## src/sv/ftcg_pkg.sv

```systemverilog
package ftcg_pkg;

  localparam int ROW_W     = 12;
  localparam int COL_W     = 12;
  localparam int TEXEL_W   = 12;
  localparam int ADDR_W    = 24;
  localparam int VEC_W     = 18;
  localparam int POS_W     = 24;
  localparam int SCR_W     = 13;
  localparam int FP_W      = 32;
  localparam int APB_AW    = 5;
  localparam int APB_DW    = 32;
  // multiplier operand is at most 19 bits (twice a plane component, or direction minus plane)
  localparam int MUL_STEPS = 19;

  typedef enum logic [2:0] {
    REG_DIR_X   = 3'd0,
    REG_DIR_Y   = 3'd1,
    REG_PLANE_X = 3'd2,
    REG_PLANE_Y = 3'd3,
    REG_POS_X   = 3'd4,
    REG_POS_Y   = 3'd5,
    REG_WIDTH   = 3'd6,
    REG_HEIGHT  = 3'd7
  } cfg_idx_t;

  typedef enum logic [3:0] {
    S_IDLE,
    S_DIV_RD,
    S_MUL_SX,
    S_DIV_SX,
    S_MUL_SY,
    S_DIV_SY,
    S_MUL_PX,
    S_MUL_PY,
    S_PIX0,
    S_PIX1,
    S_DONE
  } ftcg_state_t;

  typedef enum logic {
    MDU_MUL = 1'b0,
    MDU_DIV = 1'b1
  } mdu_op_t;

  typedef struct packed {
    logic    start;
    mdu_op_t op;
  } mdu_req_t;

  typedef struct packed {
    logic busy;
    logic done;
  } mdu_stat_t;

endpackage

```

## src/sv/ftcg_ifs.sv

```systemverilog
interface ftcg_in_if;
  import ftcg_pkg::*;

  logic             valid;
  logic             ready;
  logic [ROW_W-1:0] row;
  logic [COL_W-1:0] col;

  modport source (output valid, output row, output col, input ready);
  modport sink (input valid, input row, input col, output ready);
endinterface

interface ftcg_out_if;
  import ftcg_pkg::*;

  logic               valid;
  logic               ready;
  logic [TEXEL_W-1:0] texel_index;
  logic [ADDR_W-1:0]  floor_addr;
  logic [ADDR_W-1:0]  ceiling_addr;
  logic               row_error;

  modport source (output valid, output texel_index, output floor_addr,
                  output ceiling_addr, output row_error, input ready);
  modport sink (input valid, input texel_index, input floor_addr,
                input ceiling_addr, input row_error, output ready);
endinterface

```

## src/sv/ftcg_mdu.sv

```systemverilog
module ftcg_mdu #(
  parameter int DW = 47
) (
  input  logic                clk,
  input  logic                rst_n,
  input  ftcg_pkg::mdu_req_t  req,
  input  logic [DW-1:0]       opa,
  input  logic [DW-1:0]       opb,
  output ftcg_pkg::mdu_stat_t stat,
  output logic [DW-1:0]       res
);
  import ftcg_pkg::*;

  localparam int CW = $clog2(DW + 1);
  localparam logic [CW-1:0] DIV_LAST = CW'(DW - 1);
  localparam logic [CW-1:0] MUL_LAST = CW'(MUL_STEPS - 1);

  logic          busy_r, busy_nxt;
  logic          done_r, done_nxt;
  mdu_op_t       op_r, op_nxt;
  logic [CW-1:0] cnt_r, cnt_nxt;
  logic [DW-1:0] a_r, a_nxt;
  logic [DW-1:0] b_r, b_nxt;
  logic [DW-1:0] acc_r, acc_nxt;

  logic [DW:0]   trial;
  logic [DW+1:0] add_x, add_y, add_s;
  logic          ge;

  // one shared adder: accumulate for multiply, trial subtract for divide
  always_comb begin
    trial = {acc_r, a_r[DW-1]};
    unique case (op_r)
      MDU_DIV: begin
        add_x = {1'b0, trial};
        add_y = ~{2'b0, b_r};
      end
      MDU_MUL: begin
        add_x = {2'b0, acc_r};
        add_y = b_r[0] ? {2'b0, a_r} : '0;
      end
    endcase
    add_s = add_x + add_y + {{(DW+1){1'b0}}, (op_r == MDU_DIV)};
    ge    = ~add_s[DW+1];
  end

  always_comb begin
    busy_nxt = busy_r;
    done_nxt = 1'b0;
    op_nxt   = op_r;
    cnt_nxt  = cnt_r;
    a_nxt    = a_r;
    b_nxt    = b_r;
    acc_nxt  = acc_r;
    if (!busy_r) begin
      if (req.start) begin
        busy_nxt = 1'b1;
        op_nxt   = req.op;
        cnt_nxt  = (req.op == MDU_DIV) ? DIV_LAST : MUL_LAST;
        a_nxt    = opa;
        b_nxt    = opb;
        acc_nxt  = '0;
      end
    end else begin
      unique case (op_r)
        MDU_DIV: begin
          acc_nxt = ge ? add_s[DW-1:0] : trial[DW-1:0];
          a_nxt   = {a_r[DW-2:0], ge};
        end
        MDU_MUL: begin
          acc_nxt = add_s[DW-1:0];
          a_nxt   = {a_r[DW-2:0], 1'b0};
          b_nxt   = {1'b0, b_r[DW-1:1]};
        end
      endcase
      if (cnt_r == '0) begin
        busy_nxt = 1'b0;
        done_nxt = 1'b1;
      end else begin
        cnt_nxt = cnt_r - CW'(1);
      end
    end
  end

  always_ff @(posedge clk) begin
    if (!rst_n) begin
      busy_r <= 1'b0;
      done_r <= 1'b0;
      op_r   <= MDU_MUL;
      cnt_r  <= '0;
    end else begin
      busy_r <= busy_nxt;
      done_r <= done_nxt;
      op_r   <= op_nxt;
      cnt_r  <= cnt_nxt;
    end
  end

  always_ff @(posedge clk) begin
    a_r   <= a_nxt;
    b_r   <= b_nxt;
    acc_r <= acc_nxt;
  end

  assign res       = (op_r == MDU_DIV) ? a_r : acc_r;
  assign stat.busy = busy_r;
  assign stat.done = done_r;

endmodule

```

## src/sv/floor_texture_coord_gen_top.sv

```systemverilog
// Floor and ceiling texture coordinate generator for a raycaster. Pixels of the lower
// half of the screen enter on in_ch in raster order; each yields one beat on out_ch with
// the floor texel index, the floor and mirrored ceiling framebuffer addresses and a flag
// for rows at or above the screen middle. A pixel with a nonzero column, or a flagged
// row, goes from acceptance through S_PIX0 and S_PIX1 to S_DONE, where the result is
// loaded. A pixel in column zero first runs the row setup on one shared shift-add
// multiplier / restoring divider: three divides of FRAC_BITS+31 steps and four
// multiplies of 19 steps. in_ch is ready whenever the sequencer is idle, even while a
// result still waits on out_ch. The view registers sit on an APB port at byte address
// 4*index; the user must write them only while idle, as the block does not enforce it.
module floor_texture_coord_gen_top #(
  parameter int TEX_WIDTH  = 64,
  parameter int TEX_HEIGHT = 64,
  parameter int FRAC_BITS  = 16
) (
  input  logic                          clk,
  input  logic                          rst_n,
  ftcg_in_if.sink                       in_ch,
  ftcg_out_if.source                    out_ch,
  input  logic                          psel,
  input  logic                          penable,
  input  logic                          pwrite,
  input  logic [ftcg_pkg::APB_AW-1:0]   paddr,
  input  logic [ftcg_pkg::APB_DW-1:0]   pwdata,
  output logic [ftcg_pkg::APB_DW-1:0]   prdata,
  output logic                          pready
);
  import ftcg_pkg::*;

  localparam int DW  = FRAC_BITS + 31;
  localparam int RDW = FRAC_BITS + 12;
  localparam int TWB = $clog2(TEX_WIDTH + 1);
  localparam int THB = $clog2(TEX_HEIGHT + 1);
  localparam int PXW = FRAC_BITS + TWB;
  localparam int PYW = FRAC_BITS + THB;
  localparam int TSW = (TWB + THB + 1 > TEXEL_W) ? (TWB + THB + 1) : TEXEL_W;

  // configuration
  logic [VEC_W-1:0] dir_x_r, dir_y_r, plane_x_r, plane_y_r;
  logic [POS_W-1:0] pos_x_r, pos_y_r;
  logic [SCR_W-1:0] scr_w_r, scr_h_r;
  logic             cfg_wr;
  cfg_idx_t         cfg_idx;

  assign pready  = 1'b1;
  assign cfg_wr  = psel && penable && pwrite && pready;
  assign cfg_idx = cfg_idx_t'(paddr[APB_AW-1:2]);

  always_ff @(posedge clk) begin
    if (!rst_n) begin
      dir_x_r   <= '0;
      dir_y_r   <= 18'h30000;
      plane_x_r <= 18'd43254;
      plane_y_r <= '0;
      pos_x_r   <= '0;
      pos_y_r   <= '0;
      scr_w_r   <= 13'd640;
      scr_h_r   <= 13'd480;
    end else if (cfg_wr) begin
      unique case (cfg_idx)
        REG_DIR_X:   dir_x_r   <= pwdata[VEC_W-1:0];
        REG_DIR_Y:   dir_y_r   <= pwdata[VEC_W-1:0];
        REG_PLANE_X: plane_x_r <= pwdata[VEC_W-1:0];
        REG_PLANE_Y: plane_y_r <= pwdata[VEC_W-1:0];
        REG_POS_X:   pos_x_r   <= pwdata[POS_W-1:0];
        REG_POS_Y:   pos_y_r   <= pwdata[POS_W-1:0];
        REG_WIDTH:   scr_w_r   <= pwdata[SCR_W-1:0];
        REG_HEIGHT:  scr_h_r   <= pwdata[SCR_W-1:0];
      endcase
    end
  end

  always_comb begin
    unique case (cfg_idx)
      REG_DIR_X:   prdata = {{(APB_DW-VEC_W){dir_x_r[VEC_W-1]}}, dir_x_r};
      REG_DIR_Y:   prdata = {{(APB_DW-VEC_W){dir_y_r[VEC_W-1]}}, dir_y_r};
      REG_PLANE_X: prdata = {{(APB_DW-VEC_W){plane_x_r[VEC_W-1]}}, plane_x_r};
      REG_PLANE_Y: prdata = {{(APB_DW-VEC_W){plane_y_r[VEC_W-1]}}, plane_y_r};
      REG_POS_X:   prdata = {{(APB_DW-POS_W){1'b0}}, pos_x_r};
      REG_POS_Y:   prdata = {{(APB_DW-POS_W){1'b0}}, pos_y_r};
      REG_WIDTH:   prdata = {{(APB_DW-SCR_W){1'b0}}, scr_w_r};
      REG_HEIGHT:  prdata = {{(APB_DW-SCR_W){1'b0}}, scr_h_r};
    endcase
  end

  // sequencer and item registers
  ftcg_state_t      state_r, state_nxt;
  logic             started_r;
  logic [ROW_W-1:0] row_r;
  logic [COL_W-1:0] col_r;
  logic [ROW_W-1:0] ydist_r;
  logic             err_r;
  logic [RDW-1:0]   rd_r;
  logic [FP_W-1:0]  fp_x_r, fp_y_r, step_x_r, step_y_r;
  logic [TWB-1:0]   tx_r;
  logic [THB-1:0]   ty_r;
  logic [ADDR_W-1:0]  fa_r, ca_r;
  logic [TEXEL_W-1:0] tex_r;

  logic               out_valid_r;
  logic [TEXEL_W-1:0] out_tex_r;
  logic [ADDR_W-1:0]  out_fa_r, out_ca_r;
  logic               out_err_r;

  logic       in_acc;
  logic [13:0] ydist_in;
  logic       err_in;
  logic       out_load;

  assign in_ch.ready = (state_r == S_IDLE);
  assign in_acc      = in_ch.valid && in_ch.ready;
  assign ydist_in    = {2'b0, in_ch.row} - {2'b0, scr_h_r[SCR_W-1:1]};
  assign err_in      = ydist_in[13] || (ydist_in == '0);
  assign out_load    = (state_r == S_DONE) && (!out_valid_r || out_ch.ready);

  // shared multiply / divide unit
  mdu_req_t      mdu_req;
  mdu_stat_t     mdu_stat;
  logic [DW-1:0] mdu_a, mdu_b, mdu_res;

  ftcg_mdu #(.DW(DW)) u_mdu (
    .clk  (clk),
    .rst_n(rst_n),
    .req  (mdu_req),
    .opa  (mdu_a),
    .opb  (mdu_b),
    .stat (mdu_stat),
    .res  (mdu_res)
  );

  logic [18:0] two_px, two_py, mag_2px, mag_2py;
  logic [18:0] dpx, dpy, mag_dpx, mag_dpy;
  logic [31:0] q32, sh32;

  always_comb begin
    two_px  = {plane_x_r, 1'b0};
    two_py  = {plane_y_r, 1'b0};
    mag_2px = two_px[18] ? (~two_px + 19'd1) : two_px;
    mag_2py = two_py[18] ? (~two_py + 19'd1) : two_py;
    dpx     = {dir_x_r[VEC_W-1], dir_x_r} - {plane_x_r[VEC_W-1], plane_x_r};
    dpy     = {dir_y_r[VEC_W-1], dir_y_r} - {plane_y_r[VEC_W-1], plane_y_r};
    mag_dpx = dpx[18] ? (~dpx + 19'd1) : dpx;
    mag_dpy = dpy[18] ? (~dpy + 19'd1) : dpy;
    q32     = mdu_res[31:0];
    sh32    = {1'b0, mdu_res[DW-1:FRAC_BITS]};
  end

  always_comb begin
    state_nxt = state_r;
    unique case (state_r)
      S_IDLE:   if (in_acc) state_nxt = (err_in || in_ch.col != '0) ? S_PIX0 : S_DIV_RD;
      S_DIV_RD: if (mdu_stat.done) state_nxt = S_MUL_SX;
      S_MUL_SX: if (mdu_stat.done) state_nxt = S_DIV_SX;
      S_DIV_SX: if (mdu_stat.done) state_nxt = S_MUL_SY;
      S_MUL_SY: if (mdu_stat.done) state_nxt = S_DIV_SY;
      S_DIV_SY: if (mdu_stat.done) state_nxt = S_MUL_PX;
      S_MUL_PX: if (mdu_stat.done) state_nxt = S_MUL_PY;
      S_MUL_PY: if (mdu_stat.done) state_nxt = S_PIX0;
      S_PIX0:   state_nxt = S_PIX1;
      S_PIX1:   state_nxt = S_DONE;
      S_DONE:   if (out_load) state_nxt = S_IDLE;
      default:  state_nxt = S_IDLE;
    endcase
  end

  always_comb begin
    mdu_req.start = 1'b0;
    mdu_req.op    = MDU_MUL;
    mdu_a         = DW'(rd_r);
    mdu_b         = '0;
    unique case (state_r)
      S_DIV_RD: begin
        mdu_req.start = !started_r;
        mdu_req.op    = MDU_DIV;
        mdu_a         = DW'(scr_h_r) << (FRAC_BITS - 1);
        mdu_b         = DW'(ydist_r);
      end
      S_MUL_SX: begin
        mdu_req.start = !started_r;
        mdu_b         = DW'(mag_2px);
      end
      S_MUL_SY: begin
        mdu_req.start = !started_r;
        mdu_b         = DW'(mag_2py);
      end
      S_DIV_SX, S_DIV_SY: begin
        mdu_req.start = !started_r;
        mdu_req.op    = MDU_DIV;
        mdu_a         = mdu_res;
        mdu_b         = DW'(scr_w_r) << FRAC_BITS;
      end
      S_MUL_PX: begin
        mdu_req.start = !started_r;
        mdu_b         = DW'(mag_dpx);
      end
      S_MUL_PY: begin
        mdu_req.start = !started_r;
        mdu_b         = DW'(mag_dpy);
      end
      default: begin
        mdu_req.start = 1'b0;
      end
    endcase
  end

  // address multiplier and texel math
  logic [13:0]       cf14;
  logic [ADDR_W-1:0] amul_a, amul_p;
  logic [PXW-1:0]    prod_x;
  logic [PYW-1:0]    prod_y;
  logic [TSW-1:0]    tsum;

  always_comb begin
    cf14   = {1'b0, scr_h_r} - {2'b0, row_r} - 14'd1;
    amul_a = (state_r == S_PIX0) ? ADDR_W'(row_r)
                                 : {{(ADDR_W-14){cf14[13]}}, cf14};
    amul_p = amul_a * ADDR_W'(scr_w_r);
    prod_x = PXW'(fp_x_r[FRAC_BITS-1:0]) * PXW'(TEX_WIDTH);
    prod_y = PYW'(fp_y_r[FRAC_BITS-1:0]) * PYW'(TEX_HEIGHT);
    tsum   = TSW'(ty_r) * TSW'(TEX_WIDTH) + TSW'(tx_r);
  end

  always_ff @(posedge clk) begin
    if (!rst_n) begin
      state_r     <= S_IDLE;
      started_r   <= 1'b0;
      out_valid_r <= 1'b0;
      fp_x_r      <= '0;
      fp_y_r      <= '0;
      step_x_r    <= '0;
      step_y_r    <= '0;
    end else begin
      state_r <= state_nxt;
      if (mdu_req.start) begin
        started_r <= 1'b1;
      end else if (mdu_stat.done) begin
        started_r <= 1'b0;
      end
      out_valid_r <= out_load || (out_valid_r && !out_ch.ready);
      if (mdu_stat.done) begin
        unique case (state_r)
          S_DIV_SX: step_x_r <= (scr_w_r == '0) ? '0
                                : (plane_x_r[VEC_W-1] ? (~q32 + 32'd1) : q32);
          S_DIV_SY: step_y_r <= (scr_w_r == '0) ? '0
                                : (plane_y_r[VEC_W-1] ? (~q32 + 32'd1) : q32);
          S_MUL_PX: fp_x_r <= FP_W'(pos_x_r) + (dpx[18] ? (~sh32 + 32'd1) : sh32);
          S_MUL_PY: fp_y_r <= FP_W'(pos_y_r) + (dpy[18] ? (~sh32 + 32'd1) : sh32);
          default: begin
          end
        endcase
      end
      if (state_r == S_PIX0 && !err_r) begin
        fp_x_r <= fp_x_r + step_x_r;
        fp_y_r <= fp_y_r + step_y_r;
      end
    end
  end

  always_ff @(posedge clk) begin
    if (in_acc) begin
      row_r   <= in_ch.row;
      col_r   <= in_ch.col;
      ydist_r <= ydist_in[ROW_W-1:0];
      err_r   <= err_in;
    end
    if (state_r == S_DIV_RD && mdu_stat.done) begin
      rd_r <= mdu_res[RDW-1:0];
    end
    if (state_r == S_PIX0) begin
      tx_r <= prod_x[PXW-1:FRAC_BITS] & TWB'(TEX_WIDTH - 1);
      ty_r <= prod_y[PYW-1:FRAC_BITS] & THB'(TEX_HEIGHT - 1);
      fa_r <= amul_p + ADDR_W'(col_r);
    end
    if (state_r == S_PIX1) begin
      ca_r  <= amul_p + ADDR_W'(col_r);
      tex_r <= err_r ? '0 : tsum[TEXEL_W-1:0];
    end
    if (out_load) begin
      out_tex_r <= tex_r;
      out_fa_r  <= fa_r;
      out_ca_r  <= ca_r;
      out_err_r <= err_r;
    end
  end

  assign out_ch.valid        = out_valid_r;
  assign out_ch.texel_index  = out_tex_r;
  assign out_ch.floor_addr   = out_fa_r;
  assign out_ch.ceiling_addr = out_ca_r;
  assign out_ch.row_error    = out_err_r;

endmodule

```

## src/flat_wrapper.sv

```systemverilog
// flat-port wrapper written by rule: the top's interface ports become plain ports
module floor_texture_coord_gen_top_flat import ftcg_pkg::*;
#(
  parameter int TEX_WIDTH  = 64,
  parameter int TEX_HEIGHT = 64,
  parameter int FRAC_BITS  = 16
)
  (clk, rst_n, psel, penable, pwrite, paddr, pwdata, prdata, pready, in_ch_valid, in_ch_row, in_ch_col, in_ch_ready, out_ch_valid, out_ch_texel_index, out_ch_floor_addr, out_ch_ceiling_addr, out_ch_row_error, out_ch_ready);
  ftcg_in_if in_ch_i ();
  ftcg_out_if out_ch_i ();
  input  logic clk;
  input  logic rst_n;
  input  logic psel;
  input  logic penable;
  input  logic pwrite;
  input  logic [ftcg_pkg::APB_AW-1:0] paddr;
  input  logic [ftcg_pkg::APB_DW-1:0] pwdata;
  output logic [ftcg_pkg::APB_DW-1:0] prdata;
  output logic pready;
  input wire logic [$bits(in_ch_i.valid)-1:0] in_ch_valid;
  input wire logic [$bits(in_ch_i.row)-1:0] in_ch_row;
  input wire logic [$bits(in_ch_i.col)-1:0] in_ch_col;
  output wire logic [$bits(in_ch_i.ready)-1:0] in_ch_ready;
  output wire logic [$bits(out_ch_i.valid)-1:0] out_ch_valid;
  output wire logic [$bits(out_ch_i.texel_index)-1:0] out_ch_texel_index;
  output wire logic [$bits(out_ch_i.floor_addr)-1:0] out_ch_floor_addr;
  output wire logic [$bits(out_ch_i.ceiling_addr)-1:0] out_ch_ceiling_addr;
  output wire logic [$bits(out_ch_i.row_error)-1:0] out_ch_row_error;
  input wire logic [$bits(out_ch_i.ready)-1:0] out_ch_ready;
  assign in_ch_i.valid = in_ch_valid;
  assign in_ch_i.row = in_ch_row;
  assign in_ch_i.col = in_ch_col;
  assign in_ch_ready = in_ch_i.ready;
  assign out_ch_valid = out_ch_i.valid;
  assign out_ch_texel_index = out_ch_i.texel_index;
  assign out_ch_floor_addr = out_ch_i.floor_addr;
  assign out_ch_ceiling_addr = out_ch_i.ceiling_addr;
  assign out_ch_row_error = out_ch_i.row_error;
  assign out_ch_i.ready = out_ch_ready;
  floor_texture_coord_gen_top #(.TEX_WIDTH(TEX_WIDTH), .TEX_HEIGHT(TEX_HEIGHT), .FRAC_BITS(FRAC_BITS)) u_core (.clk(clk), .rst_n(rst_n), .in_ch(in_ch_i), .out_ch(out_ch_i), .psel(psel), .penable(penable), .pwrite(pwrite), .paddr(paddr), .pwdata(pwdata), .prdata(prdata), .pready(pready));
endmodule
```

## config.mk

```make
export PLATFORM = sky130hd
export DESIGN_NAME = floor_texture_coord_gen_top_flat
export DESIGN_NICKNAME = d
export VERILOG_FILES = /design/src/sv/ftcg_pkg.sv /design/src/sv/ftcg_ifs.sv /design/src/sv/ftcg_mdu.sv /design/src/sv/floor_texture_coord_gen_top.sv /design/src/flat_wrapper.sv
export SDC_FILE = /design/constraint.sdc
export NUM_CORES = 2
export LEC_CHECK = 0
export ABC_AREA = 1
export BUFFER_PORTS_ARGS = -buffer_cell sky130_fd_sc_hd__buf_2
export CAP_MARGIN = 15
export CELL_PAD_IN_SITES_DETAIL_PLACEMENT = 0
export CELL_PAD_IN_SITES_GLOBAL_PLACEMENT = 2
export CORE_MARGIN = 2
export CORE_UTILIZATION = 38
export DETAILED_ROUTE_END_ITERATION = 7
export GPL_ROUTABILITY_DRIVEN = 0
export PLACE_DENSITY_LB_ADDON = 0.1
export SLEW_MARGIN = 20
export SYNTH_ARGS = -nofsm -noshare
export SYNTH_HDL_FRONTEND = slang
export SYNTH_SLANG_ARGS = --single-unit
```

## constraint.sdc

```tcl
create_clock -name clk -period 9.07 [get_ports clk]
set_input_delay 1.814 -clock clk [delete_from_list [all_inputs] [get_ports clk]]
set_output_delay 1.814 -clock clk [all_outputs]
set_load 0.01 [all_outputs]
```

==> impl_metrics.tcl <==
set metrics [dict create \
    initial_antenna_violation_count 3 \
    io_buffers 152 \
    slew_viol_final 0 \
    timing.setup.critical_path_class "register to register" \
    finalCritPeriodShare 0.904 \
    cts_sinks 546 \
    synth.area.top_cells "sky130_fd_sc_hd__edfxtp_1 23%, sky130_fd_sc_hd__dfxtp_1 11%, sky130_fd_sc_hd__nand2_1 8.6%" \
    layout-drive-gt1-share 0.0788 \
    timing.critical_path.fanout_max 11 \
    dr.pass1.iters 6 \
    die_area_um2 111000 \
    route.met2.wl_um 64200 \
    timing.hold.worst.class "register to register" \
    postCtsHoldBufs 0 \
    synth_cells 5308 \
    timing.critical_path.to_type "register" \
    mostFrequentLayoutCell "sky130_fd_sc_hd__nand2_1" \
    tightestPinTransition_ns 1.06 \
    synth_enable_flop_cells 321 \
    p_leak_nw 20.7 \
    grt-ovfl-total 0 \
    track_usage 0.261 \
    vdd_drop_max_uv 209 \
    ys_warn_count 0 \
    slowest_delay_ns 0.55 \
    dpl.cell_count 6717 \
    placed_area_um2 43200 \
    cts_buffer_depth 3 \
    synthArstFlopShare 0 \
    number_of_levels_the_h_tree_was_split_into 3 \
    worst_setup_path_startpoint "u_core.scr_h_r[1]" \
    post_synthesis_cell_area_um2 41100 \
    tritoncts "done" \
    antenna_left 0 \
    powerDensity_nw_per_um2 331 \
    final-setup-viol-count 0 \
    detail_route.iter0.violations 2725 \
    rr_startpoint "u_core.scr_h_r[1]" \
    top_layer "met5" \
    mostFrequentLayoutCells "941 x sky130_fd_sc_hd__nand2_1, 744 x sky130_fd_sc_hd__inv_1, 559 x sky130_fd_sc_hd__nor2_1, 469 x sky130_fd_sc_hd__o21ai_0, 447 x sky130_fd_sc_hd__a21oi_1" \
    cp_data_required_time_ns 9.47 \
    max_freq_mhz 122 \
    numCtsBuffers 70 \
    totalWireLength_um 146000 \
    finalHoldViolCount 0 \
    global_route_wire_length_before_repair_um 220000 \
    met1Wirelength_um 69600 \
    critPathArrivalTime_ns 8.60 \
    core_region_area_um2 107000 \
    avgViaCountPerCell 5.32 \
    dieHeight_um 333 \
    run_status "completed" \
    crit_path_top_delay_cell "sky130_fd_sc_hd__dfxtp_1" \
    place_hpwl_um 113000 \
    grt_pass1_vias 34907 \
    drv_cap 0 \
    setup_repair_after_global_routing_missed_its_margin "false" \
    floorplan.rows 120 \
    whs_ns 0.393 \
    layout.cells.non_filler 6849 \
    routed-via-count 36469 \
    postSynthNetCount 5787 \
    layout.filler_cells 11196 \
    cell_variety_after_synth 67 \
    synth.largest_area_cell "sky130_fd_sc_hd__edfxtp_1" \
    setup-tns-final_ns 0 \
    holdCritStartpoint "u_core.fa_r[2]" \
    initial_utilization 0.384 \
    grt_start_max_net_pins 168 \
    cts_setup_buffers 0 \
    final_net_count 5865 \
    yosys_register_bits 546 \
    start_kind "register" \
    syn2layout_area_growth_pct 10.9 \
    wl_per_instance_um 21.4 \
    final_cell_area_um2 45600 \
    final.setup_skew_ns 0.0333 \
    slew-limit-headroom 0.293 \
    die_width_um 333 \
    clk_latency_ns 0.67 \
    cts.reportedPaths.clkPinSlew_ns 0.06 \
    drc 0 \
    synth.yosys.seq_area_share 0.344 \
    synth_top_cell_area_share 0.234 \
    syn_avg_cell_area_um2 7.75 \
    clock-root-buffer "sky130_fd_sc_hd__clkbuf_16" \
    crit_path_time_final_ns 8.20 \
    wl_met3_um 8200 \
    synth_top_flop_cell "sky130_fd_sc_hd__edfxtp_1" \
    critical-path-top-cell-by-count "sky130_fd_sc_hd__nand2_1" \
    cts_resized 0 \
    boundaryPins 164 \
]
-- path summary, 6_finish.rpt --
path | end | slack (ns) | cells past startpoint
setup / recovery | u_core.ca_r[23] | 0.87 | 31
hold / removal | u_core.out_ch.floor_addr[2] | 0.39 | 0
setup reg to reg | u_core.ca_r[23] | 0.87 | 31
hold reg to reg | u_core.out_ch.floor_addr[2] | 0.39 | 0
-- critical path, delay by kind of cell (launching register included) --
family | cells | cell delay, ns
and+or+nand+nor | 16 | 2.67
adders and majority gates | 8 | 3.47
buffers and inverters | 4 | 0.58
AOI/OAI and AO/OA | 3 | 0.66
DFF | 1 | 0.55
-- cell families (layout without fill, tap and decap cells) --
logic type | Yosys count | in the layout | share of synthesized area
other | 1 | 3 | 0.0000912
AO/OA/AOI/OAI | 1285 | 1285 | 0.178
XOR/XNOR | 140 | 140 | 0.0302
buffers and inverters | 973 | 1109 | 0.0918
AND/OR/NAND/NOR | 1952 | 1952 | 0.199
flip-flops | 546 | 546 | 0.344
adder cells (fa/ha/maj) | 411 | 411 | 0.157
-- final cells by class --
class,instances,area (µm²),share of cell area
clock inverter,37,444,0.00974
antenna,2,5.00,0.000110
inverter,784,2950,0.0646
timing repair buffer,195,1100,0.0241
sequential,546,14200,0.310
tap,1403,1760,0.0385
multi-input combinational,3789,23300,0.510
clock buffer,93,1950,0.0428
-- synthesized netlist by cell type (31+ instances only) --
master and count:
sky130_fd_sc_hd__nand2_1 942, sky130_fd_sc_hd__inv_1 745, sky130_fd_sc_hd__nor2_1 566, sky130_fd_sc_hd__o21ai_0 470, sky130_fd_sc_hd__a21oi_1 448, sky130_fd_sc_hd__edfxtp_1 321
sky130_fd_sc_hd__ha_1 238, sky130_fd_sc_hd__nand3_1 231, sky130_fd_sc_hd__dfxtp_1 225, sky130_fd_sc_hd__fa_1 173, sky130_fd_sc_hd__clkbuf_1 127, sky130_fd_sc_hd__xor2_1 102
sky130_fd_sc_hd__nor3_1 65, sky130_fd_sc_hd__nand4_1 54, sky130_fd_sc_hd__o211ai_1 51, sky130_fd_sc_hd__o22ai_1 42, sky130_fd_sc_hd__a221oi_1 41, sky130_fd_sc_hd__xnor2_1 36
sky130_fd_sc_hd__a31oi_1 31
-- layer usage --
layer | track usage | vias to the layer above
met2 | 0.402 | 940
met5 | 0 | -
li1 | - | 17956
met4 | 0.0823 | 2
met3 | 0.0399 | 187
met1 | 0.374 | 17384
-- registers in the layout (all words and copies together), names as in the netlist, 18 cells and up --
register,cells
u_core.ca_r,24
u_core.dir_x_r,18
u_core.dir_y_r,18
u_core.fa_r,24
u_core.out_ch.ceiling_addr,24
u_core.out_ch.floor_addr,24
u_core.plane_x_r,18
u_core.plane_y_r,18
u_core.pos_x_r,24
u_core.pos_y_r,24
u_core.rd_r,28
u_core.u_mdu.a_r,47
u_core.u_mdu.acc_r,47
u_core.u_mdu.b_r,29
-- where the power goes --
| part | total [mW] | leakage [nW] | internal [mW] | switching [mW] |
|---|---|---|---|---|
| sequential | 4.04 | 4.82 | 3.71 | 0.332 |
| clock | 2.92 | 1.15 | 1.68 | 1.23 |
| combinational | 8.16 | 14.8 | 2.68 | 5.48 |
| total | 15.1 | 20.7 | 8.07 | 7.05 |
-- per-stage QoR --
step	utilization	power, mW	setup slack, ns
after global placement	0.403	12.2	0.955
after detailed placement	0.403	12.2	0.920
after global routing	0.425	16.5	0.359
after CTS	0.425	15.3	0.860
after floorplan	-	9.90	1.78
final	0.426	15.1	0.872
No activity file was read; power rests on OpenSTA's default activity.
